[config.mk]
export PLATFORM = sky130hd
export DESIGN_NAME = apu_sqrt_pipe
export DESIGN_NICKNAME = d
export VERILOG_FILES = /design/src/hdl/apu_pkg.sv /design/src/hdl/apu_sqrt_pipe.sv
export SDC_FILE = /design/constraint.sdc
export NUM_CORES = 2
export LEC_CHECK = 0
export BUFFER_PORTS_ARGS = -buffer_cell sky130_fd_sc_hd__buf_2
export CAP_MARGIN = 15
export CORE_MARGIN = 5
export CORE_UTILIZATION = 50
export CTS_BUF_LIST = sky130_fd_sc_hd__clkbuf_8
export CTS_CLUSTER_SIZE = 30
export DETAILED_ROUTE_END_ITERATION = 8
export PLACE_DENSITY_LB_ADDON = 0.12
export SYNTH_ARGS = -nofsm -noshare
export SYNTH_HDL_FRONTEND = slang
export SYNTH_SLANG_ARGS = --single-unit
[constraint.sdc]
create_clock -name clk_i -period 3.3 [get_ports clk_i]
set_input_delay 0 -clock clk_i [delete_from_list [all_inputs] [get_ports clk_i]]
set_output_delay 0 -clock clk_i [all_outputs]
set_load 0.02 [all_outputs]
[src/hdl/apu_pkg.sv]
package apu_pkg;

  localparam int unsigned MemDepth   = 65536;
  localparam int unsigned AddrW      = $clog2(MemDepth);
  localparam int unsigned WordW      = 32;
  localparam int unsigned DivStages  = WordW;
  localparam int unsigned SqrtStages = 28;
  localparam int unsigned RadicandW  = 2 * SqrtStages;
  localparam int unsigned CfgIdxW    = 3;

  localparam logic [CfgIdxW-1:0] RegLearningRate = 3'd0;
  localparam logic [CfgIdxW-1:0] RegBetaMomentum = 3'd1;
  localparam logic [CfgIdxW-1:0] RegBetaRms      = 3'd2;
  localparam logic [CfgIdxW-1:0] RegEpsilon      = 3'd3;
  localparam logic [CfgIdxW-1:0] RegWeightDecay  = 3'd4;
  localparam logic [CfgIdxW-1:0] RegGradUnscale  = 3'd5;

  localparam logic [23:0] LearningRateRst = 24'd1677;
  localparam logic [15:0] BetaMomentumRst = 16'd58982;
  localparam logic [15:0] BetaRmsRst      = 16'd65470;
  localparam logic [23:0] EpsilonRst      = 24'd1;
  localparam logic [23:0] WeightDecayRst  = 24'd0;
  localparam logic [31:0] GradUnscaleRst  = 32'h8000_0000;

  localparam logic signed [31:0] MaxS32 = 32'sh7FFF_FFFF;
  localparam logic signed [31:0] MinS32 = 32'sh8000_0000;

  typedef struct packed {
    logic             rd_en;
    logic [AddrW-1:0] rd_addr;
    logic             wr_en;
    logic [AddrW-1:0] wr_addr;
    logic [63:0]      wr_data;
  } mem_req_t;

  function automatic logic signed [31:0] sat32(input logic signed [63:0] x);
    logic signed [31:0] r;
    if (x > 64'sh0000_0000_7FFF_FFFF) begin
      r = MaxS32;
    end else if (x < 64'shFFFF_FFFF_8000_0000) begin
      r = MinS32;
    end else begin
      r = x[31:0];
    end
    return r;
  endfunction

endpackage

[src/hdl/apu_sqrt_pipe.sv]
module apu_sqrt_pipe (
  input  logic                           clk_i,
  input  logic                           en_i,
  input  logic [apu_pkg::WordW-1:0]      val_i,
  output logic [apu_pkg::SqrtStages-1:0] root_o
);
  import apu_pkg::*;

  localparam int unsigned RemW = SqrtStages + 2;

  logic [RemW-1:0]       rem_q  [SqrtStages];
  logic [RadicandW-1:0]  x_q    [SqrtStages];
  logic [SqrtStages-1:0] root_q [SqrtStages];
  logic [RemW-1:0]       rem_d  [SqrtStages];
  logic [RadicandW-1:0]  x_d    [SqrtStages];
  logic [SqrtStages-1:0] root_d [SqrtStages];

  always_comb begin
    logic [RemW-1:0]       s_rem;
    logic [RadicandW-1:0]  s_x;
    logic [SqrtStages-1:0] s_root;
    logic [RemW+1:0]       t;
    logic [RemW+1:0]       trial;
    logic [RemW+1:0]       diff;
    logic                  ge;
    for (int k = 0; k < SqrtStages; k++) begin
      if (k == 0) begin
        s_rem  = '0;
        s_x    = {val_i, (RadicandW - WordW)'(0)};
        s_root = '0;
      end else begin
        s_rem  = rem_q[k-1];
        s_x    = x_q[k-1];
        s_root = root_q[k-1];
      end
      t         = {s_rem, s_x[RadicandW-1 -: 2]};
      trial     = {2'b00, s_root, 2'b01};
      diff      = t - trial;
      ge        = t >= trial;
      rem_d[k]  = ge ? diff[RemW-1:0] : t[RemW-1:0];
      x_d[k]    = {s_x[RadicandW-3:0], 2'b00};
      root_d[k] = {s_root[SqrtStages-2:0], ge};
    end
  end

  always_ff @(posedge clk_i) begin
    if (en_i) begin
      for (int k = 0; k < SqrtStages; k++) begin
        rem_q[k]  <= rem_d[k];
        x_q[k]    <= x_d[k];
        root_q[k] <= root_d[k];
      end
    end
  end

  assign root_o = root_q[SqrtStages-1];

endmodule

=== Word-level counts from Yosys, hierarchy flattened ===
Memory sizes are Yosys's and may differ from the RTL's.
Cells that the tools add are included.

* Add/subtract/negate cells: 28
* Order comparisons: 28
* Mux-type cells: 30

{| class="wikitable"
|+ Operator list
! kind !! count
|-
| 32-bit by 30-bit greater-or-equal comparator with 1-bit output || 27
|-
| 30-bit two-way mux || 28
|-
| 30-bit subtractor || 27
|-
| 2-bit by 1-bit subtractor with 3-bit output (second input constant) || 1
|-
| 2-bit by 1-bit greater-or-equal comparator with 1-bit output (second input constant) || 1
|-
| 1-bit two-way mux || 2
|}

* Register bits: 0
* Bits in writable memories: 3,136
* Output and inout bits: 28
* Logic and storage cells: 89
* Memories kept: 3

{| class="wikitable"
|+ Memories
! name !! words !! bits a word !! read ports !! clocked after Yosys merged registers in !! wr ports !! line !! source
|-
| x_q || 28 || 54 || 27 || 0 || 28 || apu_sqrt_pipe.sv:12 || <nowiki>logic [RadicandW-1:0] x_q [SqrtStages];</nowiki>
|-
| rem_q || 28 || 30 || 27 || 0 || 28 || apu_sqrt_pipe.sv:11 || <nowiki>logic [RemW-1:0] rem_q [SqrtStages];</nowiki>
|-
| root_q || 28 || 28 || 28 || 0 || 28 || apu_sqrt_pipe.sv:13 || <nowiki>logic [SqrtStages-1:0] root_q [SqrtStages];</nowiki>
|}

=== Depth between registers and ports, before layout ===
An unclocked memory read counts as a cell.

* Depth in word-level cells: 3
* Depth in mapped cells: 17
* Mapped depth without buffers: 14

=== Worst setup path before layout ===
No wires, ideal clock.

* Path kind: register to register
* From: memory rem_q[1][270] (netlist name)
* To: memory rem_q[1][320] (netlist name), data pin
* Setup time: 0.260 ns
* Arrival time: 3.204 ns
* Data required time: 3.040 ns
* Setup slack: -0.164 ns
* Cell stages (with the launch flop): 15
* Clock period less this slack: 3.464 ns
* Cells stage by stage: edfxtp_1 ha_1 inv_1 fa_1 nor2b_1 o21ai_0 a21boi_0 o41a_1 o2111ai_1 a21oi_1 o21a_1 nor3_1 inv_2 buf_1 mux2_2

{| class="wikitable"
|+ RTL lines
! item !! line
|-
| from (decl) || apu_sqrt_pipe.sv:11
|}

==> flow_summary.yaml <==
die:
  die_y_um: 389
  io_pins: 62
  num_rows: 139
  die_area_um2: 151000
  core_um2: 143000
  initial_core_util: 0.502
  fp.dieW_um: 389
clock_network:
  numCtsBuffers: 233
  cts_buffer_depth: 3
  path_clk_slew_ns: 0.06
  clk_latency_ns: 0.94
  htreeDepth: 4
  cts_tree: "yes"
  root_buffer: "clkbuf_8"
  clkSinkCount: 1403
yosys:
  synth_seq_area_share: 0.586
  ys_warn_count: 0
  synth_top_flop_cell: "edfxtp_1"
  synthDistinctLibCells: 88
  synth-seq-cells: 1403
  synth_area_um2: 71900
  synth-async-reset-ratio: 0
  mappedNetlistNets: 6522
  synth_edf_count: 1403
  yosys.area.top_type: "edfxtp_1"
  synth.area.top_cells: "edfxtp_1 59%, ha_1 7.2%, xnor2_1 3.6%"
  syn_area_per_cell_um2: 11.9
  syn_inst: 6064
  synth_top_cell_area_share: 0.586
critical_path:
  cp_slowest_stage_delay_ns: 0.55
  critPathMaxFanout: 8
  critPathRequiredTime_ns: 4.00
  critical_path_class: "reg -> reg"
  worstPathBufferInverterCount: 2
  crit_slowest_cell: "or4_4"
  start_kind: "flop"
  crit_family: "simple AND/OR/NAND/NOR gates"
  arrival_ns: 4.05
  r2r-start: "rem_q[0][198]"
  cp-end-kind: "flop"
  startpoint: "rem_q[0][198]"
  path_cells: "or4_4 > or3_4 > or4_4 > or3_4 > nor2_4 > o211ai_1 > a311o_2 > buf_4 > buf_16 > nand4_1 > xnor2_1"
grt:
  grt_pass1_vias: 46361
  grt_max_degree: 124
  track_usage: 0.196
  grt_pass1_wl_mm: 241
  grt_overflow: 0
  antenna_found_initial: 2
status:
  status: "complete, but fails checks"
  violations: "setup timing"
drt:
  avgRoutedWirePerCell_um: 17.5
  drc_errors: 0
  ant_nets: 0
  drt-total-wl_mm: 153
  viasPerCell: 5.41
  vias: 47238
  drt_iter0_drc: 2557
  first_pass_iters: 5
timing:
  setup_violations: 25
  fin_worst_skew_ns: 0.0570
  post-route-min-period_ns: 3.35
  final.setup.worst_slack_ns: -0.0546
  tns_ns: -0.778
  max-slew-margin-rel: 0.456
  final_max_slew_viol_count: 0
  finalCritPeriodShare: 1.02
  max_freq_ghz: 0.298
  rsz0062_at_grt: "true"
  tightest_slew_ns: 0.808
  hold_viol_final: 0
final_layout:
  nNetsFinal: 7096
  fillers: 11961
  fin_util: 0.579
  final_layout_size_suffix_gt1_frac: 0.139
  area_delta_synth_final_pct: 15.4
job:
  max-cap-violations: 0
hold_path:
  hold_path_class: "in -> reg"
  min_from: "en_i"
power:
  power_density_nw_per_um2: 617
  ir_worst_vdd_mv: 0.458
  leakage_nw: 32.8
placed_design:
  gp_congestion: 0.888
  dp.final_hpwl_mm: 110
  numPortBuffers: 61
[cells by family (layout without fill, tap and decap cells)]
logic type      after synthesis  after routing  share of synthesized area
buf+inv                     642           1409                     0.0337
compound gates             1253           1253                      0.107
flops                      1403           1403                      0.586
simple gates               1672           1672                      0.114
fa+ha+maj                   424            424                     0.0750
other cells                   1              4                  0.0000522
xor+xnor                    597            597                     0.0728
mux                          72             72                     0.0112
[cell type report]
cell class | instances | area [µm²] | area share
Timing Repair Buffer | 438 | 3810 | 0.0460
Clock buffer | 233 | 3210 | 0.0387
Inverter | 543 | 2040 | 0.0246
Sequential cell | 1403 | 42100 | 0.508
Multi-Input combinational cell | 4019 | 28100 | 0.339
Antenna cell | 3 | 7.51 | 0.0000906
Clock inverter | 195 | 1210 | 0.0146
Tap cell | 1903 | 2380 | 0.0287
[worst register-to-register path, cell delays in order (launching register included)]
cell and delay (ns):
edfxtp_1 0.39, or4_4 0.55, or3_4 0.34, or4_4 0.43
or3_4 0.36, nor2_4 0.09, o211ai_1 0.11, a311o_2 0.37
buf_4 0.16, buf_16 0.13, nand4_1 0.10, xnor2_1 0.08
[per-stage QoR]
step	setup slack, ns	instances	hold slack [ns]	instance area (µm²)	power [W]
after floorplan	0.00818	6064	0.0989	71900	0.0324
after global placement	-0.221	8202	0.177	76600	0.0362
after detailed placement	-0.274	8202	0.178	76600	0.0364
after CTS	-0.0548	8703	0.0864	82100	0.0514
after global routing	-0.181	8735	0.132	82900	0.0542
final	-0.0546	8737	0.157	82900	0.0512
[timing repair]
item | in CTS | in global routing
hold buffers | 66 | 0
pin swaps | 17 | 44
resized for setup | 61 | 163
buffers inserted | 6 | 23
hold endpoints to repair | 1232 | 0
gates cloned | 2 | 7
setup endpoints to repair | 132 | 318
[power breakdown]
group          internal (W)  total [W]  leakage [nW]  switching [W]
clock network       0.00733     0.0145          2.49        0.00719
registers            0.0228     0.0247          13.2        0.00185
logic               0.00544     0.0120          17.0        0.00655
[cell usage after synthesis, types with 38 or more instances]
cell type  number
o21ai_0       372
nor2_1        367
or2_2          38
o21a_1         93
nor2b_1        65
a21oi_1       361
or4_1          38
clkbuf_1       86
nand4_1        46
inv_1         542
xnor2_1       299
nand3_1        94
mux2_2         62
nor4_1         97
or3_1          55
ha_1          413
o31ai_1        41
edfxtp_1     1403
a21o_1        146
xor2_1        298
nor3_1        179
nand2b_1       76
nand2_1       494
[per-layer routing]
layer  GRT usage  routed length [µm]  part of all wire
met1       0.243               65300              0.43
met2       0.352               77400              0.51
met3      0.0307                5390             0.035
met4      0.0645                5000             0.033
met5           0                   0                 0
[registers in the layout (all words and copies together) (netlist names)]
register and flops:
rem_q 757, root_q 406, x_q 240
[worst paths after layout]
kind	slack, ns	cells past startpoint	end
setup reg to reg	-0.05	11	rem_q[0][237]
hold / removal	0.16	2	x_q[0][28]
hold reg to reg	0.41	0	x_q[0][698]
setup / recovery	-0.05	11	rem_q[0][237]
[cell usage in the layout, fill, tap and decap left out, types with 66 or more instances in the layout]
| cell type | Yosys | final |
|---|---|---|
| ha_1 | 413 | 411 |
| o21a_1 | 93 | 93 |
| a21o_1 | 146 | 146 |
| nand3_1 | 94 | 92 |
| dlygate4sd3_1 | 0 | 66 |
| clkbuf_8 | 0 | 233 |
| clkinv_1 | 0 | 70 |
| xor2_1 | 298 | 297 |
| a21oi_1 | 361 | 341 |
| o21ai_0 | 372 | 329 |
| nor2_1 | 367 | 355 |
| xnor2_1 | 299 | 298 |
| buf_4 | 0 | 267 |
| nand2b_1 | 76 | 75 |
| edfxtp_1 | 1403 | 1403 |
| inv_1 | 542 | 597 |
| nand2_1 | 494 | 485 |
| nor4_1 | 97 | 79 |
| nor3_1 | 179 | 167 |
(Power assumes the default switching activity.)
