==> config.mk <==
export PLATFORM = sky130hd
export DESIGN_NAME = apu_div_pipe
export DESIGN_NICKNAME = d
export VERILOG_FILES = /design/src/hdl/apu_pkg.sv /design/src/hdl/apu_div_pipe.sv
export SDC_FILE = /design/constraint.sdc
export NUM_CORES = 2
export LEC_CHECK = 0
export ABC_CLOCK_PERIOD_IN_PS = 5200
export CORE_UTILIZATION = 60
export CTS_CLUSTER_DIAMETER = 40
export DETAILED_ROUTE_END_ITERATION = 12
export DONT_BUFFER_PORTS = 1
export GPL_ROUTABILITY_DRIVEN = 1
export PLACE_DENSITY = 0.73
export SYNTH_ARGS = -nofsm -noshare
export SYNTH_HDL_FRONTEND = slang
export SYNTH_SLANG_ARGS = --single-unit
==> constraint.sdc <==
create_clock -name clk_i -period 5.2 [get_ports clk_i]
set_input_delay 0.52 -clock clk_i [delete_from_list [all_inputs] [get_ports clk_i]]
set_output_delay 0.52 -clock clk_i [all_outputs]
set_load 0.005 [all_outputs]
==> src/hdl/apu_pkg.sv <==
package apu_pkg;

  localparam int unsigned MemDepth   = 65536;
  localparam int unsigned AddrW      = $clog2(MemDepth);
  localparam int unsigned WordW      = 32;
  localparam int unsigned DivStages  = WordW;
  localparam int unsigned SqrtStages = 28;
  localparam int unsigned RadicandW  = 2 * SqrtStages;
  localparam int unsigned CfgIdxW    = 3;

  localparam logic [CfgIdxW-1:0] RegLearningRate = 3'd0;
  localparam logic [CfgIdxW-1:0] RegBetaMomentum = 3'd1;
  localparam logic [CfgIdxW-1:0] RegBetaRms      = 3'd2;
  localparam logic [CfgIdxW-1:0] RegEpsilon      = 3'd3;
  localparam logic [CfgIdxW-1:0] RegWeightDecay  = 3'd4;
  localparam logic [CfgIdxW-1:0] RegGradUnscale  = 3'd5;

  localparam logic [23:0] LearningRateRst = 24'd1677;
  localparam logic [15:0] BetaMomentumRst = 16'd58982;
  localparam logic [15:0] BetaRmsRst      = 16'd65470;
  localparam logic [23:0] EpsilonRst      = 24'd1;
  localparam logic [23:0] WeightDecayRst  = 24'd0;
  localparam logic [31:0] GradUnscaleRst  = 32'h8000_0000;

  localparam logic signed [31:0] MaxS32 = 32'sh7FFF_FFFF;
  localparam logic signed [31:0] MinS32 = 32'sh8000_0000;

  typedef struct packed {
    logic             rd_en;
    logic [AddrW-1:0] rd_addr;
    logic             wr_en;
    logic [AddrW-1:0] wr_addr;
    logic [63:0]      wr_data;
  } mem_req_t;

  function automatic logic signed [31:0] sat32(input logic signed [63:0] x);
    logic signed [31:0] r;
    if (x > 64'sh0000_0000_7FFF_FFFF) begin
      r = MaxS32;
    end else if (x < 64'shFFFF_FFFF_8000_0000) begin
      r = MinS32;
    end else begin
      r = x[31:0];
    end
    return r;
  endfunction

endpackage

==> src/hdl/apu_div_pipe.sv <==
module apu_div_pipe (
  input  logic                      clk_i,
  input  logic                      en_i,
  input  logic [apu_pkg::WordW-1:0] hi_i,
  input  logic [apu_pkg::WordW-1:0] lo_i,
  input  logic [apu_pkg::WordW-1:0] div_i,
  output logic [apu_pkg::WordW-1:0] quo_o
);
  import apu_pkg::*;

  logic [WordW-1:0] rem_q [DivStages];
  logic [WordW-1:0] lo_q  [DivStages];
  logic [WordW-1:0] div_q [DivStages];
  logic [WordW-1:0] quo_q [DivStages];
  logic [WordW-1:0] rem_d [DivStages];
  logic [WordW-1:0] lo_d  [DivStages];
  logic [WordW-1:0] div_d [DivStages];
  logic [WordW-1:0] quo_d [DivStages];

  always_comb begin
    logic [WordW-1:0] s_rem;
    logic [WordW-1:0] s_lo;
    logic [WordW-1:0] s_div;
    logic [WordW-1:0] s_quo;
    logic [WordW:0]   t;
    logic [WordW:0]   diff;
    logic             ge;
    for (int k = 0; k < DivStages; k++) begin
      if (k == 0) begin
        s_rem = hi_i;
        s_lo  = lo_i;
        s_div = div_i;
        s_quo = '0;
      end else begin
        s_rem = rem_q[k-1];
        s_lo  = lo_q[k-1];
        s_div = div_q[k-1];
        s_quo = quo_q[k-1];
      end
      t        = {s_rem, s_lo[WordW-1]};
      diff     = t - {1'b0, s_div};
      ge       = t >= {1'b0, s_div};
      rem_d[k] = ge ? diff[WordW-1:0] : t[WordW-1:0];
      lo_d[k]  = {s_lo[WordW-2:0], 1'b0};
      div_d[k] = s_div;
      quo_d[k] = {s_quo[WordW-2:0], ge};
    end
  end

  always_ff @(posedge clk_i) begin
    if (en_i) begin
      for (int k = 0; k < DivStages; k++) begin
        rem_q[k] <= rem_d[k];
        lo_q[k]  <= lo_d[k];
        div_q[k] <= div_d[k];
        quo_q[k] <= quo_d[k];
      end
    end
  end

  assign quo_o = quo_q[DivStages-1];

endmodule

# After elaboration in Yosys (flattened, before gate mapping)
# Memory sizes are Yosys's and may differ from the RTL's.
# Index checks and enable logic that the tools add are counted.
[word_totals] regBits=0 latchBits=0 ram_bits=4064 romBits=0 elab_cells=102 mem_count=4
[op_classes] addsub=32 mul=0 n_div=0 magnitude_cmp=32 n_eq_ne=0 shifts=0 muxes=34 n_bitwise=0 reduce_logical=0
[memory_table] memory="div_q" words=32 width=32 rd=31 rd_ports_with_merged_regs=0 write_ports=32 line="apu_div_pipe.sv:13" source="logic [WordW-1:0] div_q [DivStages];"
[memory_table] memory="quo_q" words=32 width=32 rd=32 rd_ports_with_merged_regs=0 write_ports=32 line="apu_div_pipe.sv:14" source="logic [WordW-1:0] quo_q [DivStages];"
[memory_table] memory="rem_q" words=32 width=32 rd=31 rd_ports_with_merged_regs=0 write_ports=32 line="apu_div_pipe.sv:11" source="logic [WordW-1:0] rem_q [DivStages];"
[memory_table] memory="lo_q" words=32 width=31 rd=31 rd_ports_with_merged_regs=0 write_ports=32 line="apu_div_pipe.sv:12" source="logic [WordW-1:0] lo_q [DivStages];"
[op_table] op="33-bit by 32-bit >= comparator with 1-bit output" n=32
[op_table] op="32-bit two-way mux" n=32
[op_table] op="32-bit subtractor" n=32
[op_table] op="1-bit two-way mux" n=2

# Longest topological paths before layout
# An unclocked memory read counts as a cell.
[depth] depth_word=3 ltp_mapped=16 ltp_nobuf=14

# Worst setup path after synthesis
# OpenSTA, ideal clock, no wires.
[synth_path] path_type="register to register" startpoint="memory div_q[12][1] (netlist: div_q[0][385])" endpoint="memory rem_q[13][4] (netlist: rem_q[0][420]), data pin" arrival_ns=3.343 path_slack_ns=1.597 path_stages_with_launch=16 synth_period_minus_slack_ns=3.603 cell_sequence="edfxtp_1 inv_1 ha_1 nor2b_1 o31a_1 o41ai_4 o31ai_2 a31oi_4 o31ai_2 a311o_1 a211oi_2 o21bai_1 a211o_1 buf_2 buf_6 mux2_4"
[synth_rtl] element="start: declaration" line="apu_div_pipe.sv:13"
[synth_rtl] element="end: declaration" line="apu_div_pipe.sv:11"

==> metrics.log <==
INFO  metric run_status = completed
INFO  metric dieWidth = 511 um
INFO  metric routedWlPerCell = around 22 um
INFO  metric cts_setup_buffers = 0
INFO  metric cap_viol_max_count = 0
INFO  metric power.leakage = 70.5 nW
INFO  metric flop_pwr_share = roughly a third
INFO  metric final_net_count = around 14000
INFO  metric postLayoutCoreUtil = about two thirds
INFO  metric skew = 59.7 ps
INFO  metric yosysTopAreaCell = sky130_fd_sc_hd__edfxtp_1
INFO  metric via_count = 102000
INFO  metric swShare = around 38%
INFO  metric synth_fp_nets = 14200
INFO  metric cts_htree_levels = 5
INFO  metric syn-instance-count = 13100
INFO  metric grt_pass1_vias = 99800
INFO  metric postCtsResizedCells = 0
INFO  metric post-route-drc-count = 0
INFO  metric setup_slack = 640 ps
INFO  metric clk_path_buf_depth = 4
INFO  metric share_of_the_synthesized_area_in_the_top_cell_type = 58.2%
INFO  metric setup-tns-final = 0 ps
INFO  metric antenna_violations_before_repair = 11
INFO  metric critPathBufInv = 1
INFO  metric cp_top_family = compound AO/OA/AOI/OAI gates
INFO  metric number_of_filler_cells_placed_in_the_layout = approximately 18000
INFO  metric timing_worst_slew_pin_value = 1240 ps
INFO  metric routabilityCongestion = roughly 0.97
INFO  metric final_antenna_net_count = 0
INFO  metric f_max = about 0.22 GHz
INFO  metric required = 5860 ps
INFO  metric power.clock.fraction = between 20% and 30%
INFO  metric cts_root_buf = sky130_fd_sc_hd__clkbuf_16
INFO  metric post_synth.cell_area_avg = 11.9 um2
INFO  metric pwr_density_cell = ~660 mW/mm2
INFO  metric placementRows = 186
INFO  metric hp-class = in2reg
INFO  metric viasPerCell = 5.98
INFO  metric critPathCaptureType = flip-flop
INFO  metric preCtsSetupSlack = between 600 and 700 ps
INFO  metric grt_start_max_net_pins = 175
INFO  metric clock_pin_slew_of_the_registers_on_the_worst_case_setup_and_hold_paths = 60 ps
INFO  metric grt.total_usage = 27.7%
INFO  metric dominantRegCellSynth = sky130_fd_sc_hd__edfxtp_1
INFO  metric synth-async-reset-ratio = 0%
INFO  metric timing.final.crit_period = 4560 ps
INFO  metric worst_ep_arrival_time = 5220 ps
INFO  metric synthToLayoutAreaGrowth = 12.5%
INFO  metric floorplan.die_area = roughly 0.26 mm2
INFO  metric clock-sinks = approximately 3000
INFO  metric place_area = 0.160 mm2
INFO  metric cts_buffers = 411
INFO  metric initial_core_util = 60.4%
INFO  metric post_synth_main_area_contributors = sky130_fd_sc_hd__edfxtp_1 58%, sky130_fd_sc_hd__ha_1 8.3%, sky130_fd_sc_hd__a21oi_1 3.4%, sky130_fd_sc_hd__inv_1 3.1%, sky130_fd_sc_hd__xnor2_1 2.7%
INFO  metric timing.final.max_slew_violations = 0
INFO  metric top_level_ports = 130
INFO  metric fp.coreArea = ~0.26 mm2
INFO  metric detail_route.iter0.violations = 8729
INFO  metric yosys_register_bits = 3008
INFO  metric tritoncts = yes
INFO  metric cell_internal_pwr = slightly above 0.07 W
INFO  metric ys_seq_area_share = 58.2%
INFO  metric setup-violations-final = 0
INFO  metric synthesis.area = 0.155 mm2
INFO  metric number_of_synthesized_flops_with_an_enable_pin = about 3000
INFO  metric vdd_drop_max = 423 uV
INFO  metric timing.critical_path.fanout_max = 33
INFO  metric netSwitchingPower = ~0.044 W
INFO  metric synth_warn = 0
INFO  metric crit_chain = inv_1, ha_1, nor2b_1, nor3_2, o211ai_1, a221o_1, a31o_2, a41o_1, a21o_1, a21oi_1, a21o_1, a31oi_4, mux2i_1
INFO  metric clk_latency_worst_skew_pair = 960 ps
INFO  metric die_height = 511 um
INFO  metric finalInstanceArea = roughly 0.17 mm2
INFO  metric path_common_cell = sky130_fd_sc_hd__a21o_1
INFO  metric worst_path_max_delay_cell = sky130_fd_sc_hd__a31oi_4
INFO  metric power.share.combinational = 41.4%
INFO  metric timing.hold.ws = 120 ps
INFO  metric final_hold_viol_count = 0
INFO  metric globalRoute.totalOverflow = 0
INFO  metric place.port_buffers = 0
INFO  metric final.period_utilization = 87.7%
INFO  metric grt_setup_unrepaired = false
INFO  metric drt_pre_antenna_iters = 8
INFO  metric post_synth_cell_types = 97
INFO  metric timing.max_slew.rel_slack = 17.1%
INFO  metric drive_gt1_share = 7.23%
INFO  metric category_of_the_worst_setup_path_launch_point = flip-flop
INFO  metric place_hpwl = 271 mm
INFO  metric criticalPathCategory = reg2reg
INFO  metric route.final.wire_length = 369 mm
INFO  metric grt_pass1_wl = 567 mm
INFO  metric timing.critical_path.slowest_cell_delay = 950 ps
-- cell usage after synthesis (all sizes together), types with 90 or more instances --
library cell and number:
clkbuf 297, o21a 153, nand3 203, a21o 490, nor2 605, mux2 311, a21oi 1055, ha 1024
nor3 140, nand4 188, a31oi 90, nor2b 144, inv 1317, o21ai 919, edfxtp 3008, nand2b 115
xor2 357, xnor2 484, o21bai 160, nand2 1016
-- repair_timing --
action                                 CTS  global route
endpoints found under the hold margin   95             0
setup endpoints to repair                0             0
hold buffers                            95             0
-- per-layer routing --
metal / wire length (um) / GRT usage (%) / vias up / part of all wire (%)
li1: - / - / 48600 / -
met3: 21900 / 3.21 / 830 / 5.9
met1: 161000 / 38.3 / 49100 / 44
met2: 168000 / 44.2 / 3612 / 46
met4: 18100 / 12.8 / 2 / 4.9
met5: 10 / 0 / - / 0.0027
-- stage by stage --
stage	power, W	instances
floorplan	0.0731	13100
global placement	0.0854	16200
detailed placement	0.0863	16200
CTS	0.115	17100
global route	0.122	17100
finish	0.116	17100
-- worst register-to-register path, delay by kind of cell, from the launching register on --
family | cells | cell delay, ps
AOI/OAI and AO/OA | 8 | 2430
muxes | 1 | 620
DFF | 1 | 550
and+or+nand+nor | 2 | 310
adders and majority gates | 1 | 300
buffers and inverters | 1 | 90
-- flip-flops by register name, summed over array words and instances, names as in the netlist --
| register | count |
|---|---|
| div_q | 992 |
| rem_q | 992 |
| quo_q | 528 |
| lo_q | 496 |
-- power groups by stage --
stage	combinational, W	clock [W]	sequential, W
global placement	0.0457	0	0.0397
floorplan	0.0360	0	0.0371
detailed placement	0.0466	0	0.0396
CTS	0.0472	0.0289	0.0393
global route	0.0526	0.0298	0.0397
finish	0.0478	0.0284	0.0394
-- area by class of cell --
class	instances	area [um2]	area share, %
timing repair buffer	198	2130	1.22
antenna	9	22.5	0.0129
inverter	1318	4950	2.83
tap	3384	4230	2.42
sequential	3008	90300	51.7
multi-input combinational	8395	58900	33.7
clock inverter	318	3710	2.12
clock buffer	447	10500	6.00
-- path summary, 6_finish.rpt --
check	from	end	slack, ps	depth (start not counted)
max reg2reg	div_q[0][417]	rem_q[0][449]	640	13
min	hi_i[18]	rem_q[0][19]	120	3
max	div_q[0][417]	rem_q[0][449]	640	13
min reg2reg	quo_q[1][242]	quo_q[1][275]	390	0
-- cell families (layout without fill, tap and decap cells) --
group                      Yosys count  in the layout  share of synthesized area, %
AOI/OAI and AO/OA                 3433           3433                          13.7
xor gates and xnor gates           841            841                          4.74
adders and majority gates         1055           1055                          8.65
buffers and inverters             1658           2281                          4.05
DFF                               3008           3008                          58.2
muxes                              335            335                          2.48
other                                0              9                             0
and+or+nand+nor                   2731           2731                          8.22
-- placed cells by master (no fill, tap or decap), types with 139 or more instances in the layout --
cell and n:
sky130_fd_sc_hd__a21o_1 489, sky130_fd_sc_hd__a21oi_1 1054, sky130_fd_sc_hd__clkbuf_16 414, sky130_fd_sc_hd__edfxtp_1 3008, sky130_fd_sc_hd__ha_1 1024, sky130_fd_sc_hd__inv_1 1298
sky130_fd_sc_hd__mux2_1 241, sky130_fd_sc_hd__nand2_1 1014, sky130_fd_sc_hd__nand3_1 202, sky130_fd_sc_hd__nand4_1 188, sky130_fd_sc_hd__nor2_1 605, sky130_fd_sc_hd__nor2b_1 144
sky130_fd_sc_hd__nor3_1 139, sky130_fd_sc_hd__o21a_1 151, sky130_fd_sc_hd__o21ai_0 367, sky130_fd_sc_hd__o21ai_1 545, sky130_fd_sc_hd__o21bai_1 159, sky130_fd_sc_hd__xnor2_1 484
sky130_fd_sc_hd__xor2_1 357
Power figures use the tool's default switching activity.
